### config.mk
export PLATFORM = sky130hd
export DESIGN_NAME = ght_ram
export DESIGN_NICKNAME = d
export VERILOG_FILES = /design/src/hdl/ght_ram.sv
export SDC_FILE = /design/constraint.sdc
export NUM_CORES = 1
export LEC_CHECK = 0
export ABC_AREA = 1
export BUFFER_PORTS_ARGS = -buffer_cell sky130_fd_sc_hd__buf_2
export CORE_UTILIZATION = 40
export CTS_BUF_LIST = sky130_fd_sc_hd__clkbuf_2
export DETAILED_ROUTE_END_ITERATION = 6
export SYNTH_ARGS = -nofsm -noshare
export SYNTH_HDL_FRONTEND = slang
export SYNTH_SLANG_ARGS = --single-unit
### constraint.sdc
create_clock -name aclk -period 3.1 [get_ports aclk]
set_clock_uncertainty 0.15 [all_clocks]
set_input_delay 0.31 -clock aclk [delete_from_list [all_inputs] [get_ports aclk]]
set_output_delay 0.31 -clock aclk [all_outputs]
set_load 0.01 [all_outputs]
### src/hdl/ght_ram.sv
// Generic single-write, single-read RAM with registered read data (old data on collision).
module ght_ram #(
    parameter int WIDTH = 8,
    parameter int DEPTH = 16
) (
    input  logic                     aclk,
    input  logic                     we,
    input  logic [$clog2(DEPTH)-1:0] waddr,
    input  logic [WIDTH-1:0]         wdata,
    input  logic [$clog2(DEPTH)-1:0] raddr,
    output logic [WIDTH-1:0]         rdata
);

    logic [WIDTH-1:0] mem_reg [DEPTH];
    logic [WIDTH-1:0] rdata_reg;

    always_ff @(posedge aclk) begin
        if (we) begin
            mem_reg[waddr] <= wdata;
        end
        rdata_reg <= mem_reg[raddr];
    end

    assign rdata = rdata_reg;

endmodule

==> metrics.txt <==
WL final ~13000 um; core area approximately 14000 um2; first-pass GRT wire length slightly below 20000 um; layout cells sized above 1 10.32%; RePlAce Congestion about 0.77; Num CTS Buffers 17; clock latency on the worst-skew pair about 0.67 ns; post-synthesis area per instance 10.47 um2; CP Capture Type register; Synth Warn # 0; first drt pass iteration count 4; Setup crit start raddr[2]; mean number of vias per cell 4.815; worst r2r src mem_reg[9][5]; RSZ-0062 raised after global routing no; Layout Area Growth over Synthesis 9.416%; Root Buffer Master clkbuf_2; final net count around 610; Die X 122.1 um; min cycle time layout 2.006 ns; leading post-synthesis cells by cell area edfxtp_1 67%, nand2_1 11%, nand3_1 8.4%, inv_1 6.5%, dfxtp_1 2.8%; initial core utilization between 40% and 50%; drc violations 0; CTS tree built; ys flop type edfxtp_1; Worst EP arrival 2.44 ns; GR Overflow Total 0; startpoint types primary input; GRT Total Usage between 15 and 20%; Starting DRT DRC Count about 270; CTS H-tree depth 4; CP Max Fanout 17; final hold slack roughly 0.11 ns; Std-Cell Rows 43; post-synthesis cell type count 12; maximum VDD drop 198.1 uV; endpoints failing hold 0; worst setup margin 1.094 ns; Crit Path Category primary input to register; sequential-to-total area share from yosys stat between 60% and 70%; IO buf count 25; full die area approximately 15000 um2; Power Density approximately 510 nW/um2; Clock Tree Buf Depth 2; hold path cells 3; Max-slew headroom 43.39%; CP Data Required Time between 3 and 4 ns; Pleak around 2.7 nW; Via Count around 3800; Die H 122.1 um; total negative slack 0 ns; flip-flop and latch count after synthesis about 140; io pins 26; routed length per placed instance around 16 um; pre-CTS setup slack between 1 and 1.5 ns; max reg flops approximately 130; Final setup viols 0; syn nets between 500 and 600; count leader, synth nand2_1; post-detail-place hpwl between 7000 and 8000 um; number of synthesized flops with an enable pin 128; max_cap viols 0; outcome finished clean; hold_sp we; Final Util between 40% and 50%; final worst-path cycle share between 60% and 70%; vias in the first global route ~3500; Post-CTS Setup Bufs 0; Synth top area share 66.65%; Pins Over Slew Limit 0; Final ANT Viol Nets 0; clk slew on worst S/H paths roughly 0.19 ns; Tightest Hold Check Type primary input to register; worst slew pin tran roughly 0.85 ns; async set-reset flop share out of synthesis 0%; largest net degree at the start of global routing between 60 and 70; initial antenna violation count 1; r2r worst-path depth 7; most frequent cells after synthesis 173 x nand2_1, 128 x edfxtp_1, 100 x inv_1; total power between 3 and 4 mW; Post-Syn Instances between 500 and 600; Sink Count ~140; Post-Syn Area between 5000 and 6000 um2; Yosys top cell by area edfxtp_1; Fmax achieved ~500 MHz
-- where the power goes --
group | switching, mW | internal (mW) | leakage, nW
logic | 0.178 | 0.0774 | 1.37
registers | 0.0129 | 2.05 | 1.22
clock network | 0.613 | 0.287 | 0.122
-- metal layers --
| layer | vias up | GRT usage [%] | share of wire, % |
|---|---|---|---|
| met5 | - | 0 | 0 |
| met4 | 0 | 8.308 | 2.0 |
| met3 | 20 | 3.511 | 5.6 |
| met2 | 114 | 27.86 | 46 |
| met1 | 1782 | 25.34 | 47 |
| li1 | 1849 | - | - |
-- metrics by stage --
| step | std cells | instance area, um2 |
|---|---|---|
| final | 782 | 6310 |
| after detailed placement | 738 | 6008 |
| after global placement | 738 | 6008 |
| after CTS | 781 | 6307 |
| after floorplan | 551 | 5767 |
| after global routing | 782 | 6310 |
-- logic make-up after synthesis --
| kind of cell | Yosys count | synth area share, % |
|---|---|---|
| AND/OR/NAND/NOR | 289 | 21.05 |
| flip-flops | 136 | 69.43 |
| buffers and inverters | 126 | 9.525 |
-- final timing paths --
check / endpoint / slack [ns]
setup / recovery: rdata[5] / 1.09
hold / removal: mem_reg[3][1] / 0.11
setup reg to reg: rdata[5] / 1.46
hold reg to reg: rdata[2] / 0.53
-- critical path: stages --
cell and delay (ns):
dlygate4sd3_1 0.53, buf_2 0.25, inv_1 0.48, nand3_1 0.16
nand3_1 0.11, dlygate4sd3_1 0.55, nand2_1 0.05
-- area by class of cell --
class | count | area [um2]
fill | 1338 | 7679
sequential | 136 | 4004
multi-input combinational | 289 | 1214
inverter | 102 | 382.9
timing repair buffer | 42 | 292.8
tap | 180 | 225.2
clock buffer | 21 | 105.1
clock inverter | 11 | 83.83
antenna | 1 | 2.502
-- cell usage in the layout, fill, tap and decap left out --
| cell | synthesis | layout |
|---|---|---|
| nand2_1 | 173 | 173 |
| edfxtp_1 | 128 | 128 |
| inv_1 | 100 | 100 |
| nand3_1 | 97 | 97 |
| buf_2 | 13 | 25 |
| clkbuf_2 | 0 | 21 |
| nor2_1 | 17 | 17 |
| dlygate4sd3_1 | 0 | 11 |
| dfxtp_1 | 8 | 8 |
| buf_4 | 4 | 5 |
| clkinv_2 | 0 | 4 |
| clkinv_1 | 0 | 3 |
| clkinvlp_4 | 0 | 3 |
| inv_2 | 2 | 2 |
| nand3b_1 | 2 | 2 |
| diode_2 | 0 | 1 |
| bufinv_16 | 0 | 1 |
| buf_12 | 0 | 1 |
-- repair_timing --
item                                    CTS  global route
resized for setup                         0             0
endpoints found under the hold margin   136             0
hold buffers                             11             0
endpoints found under the setup margin    0             0
(Power assumes the default switching activity.)
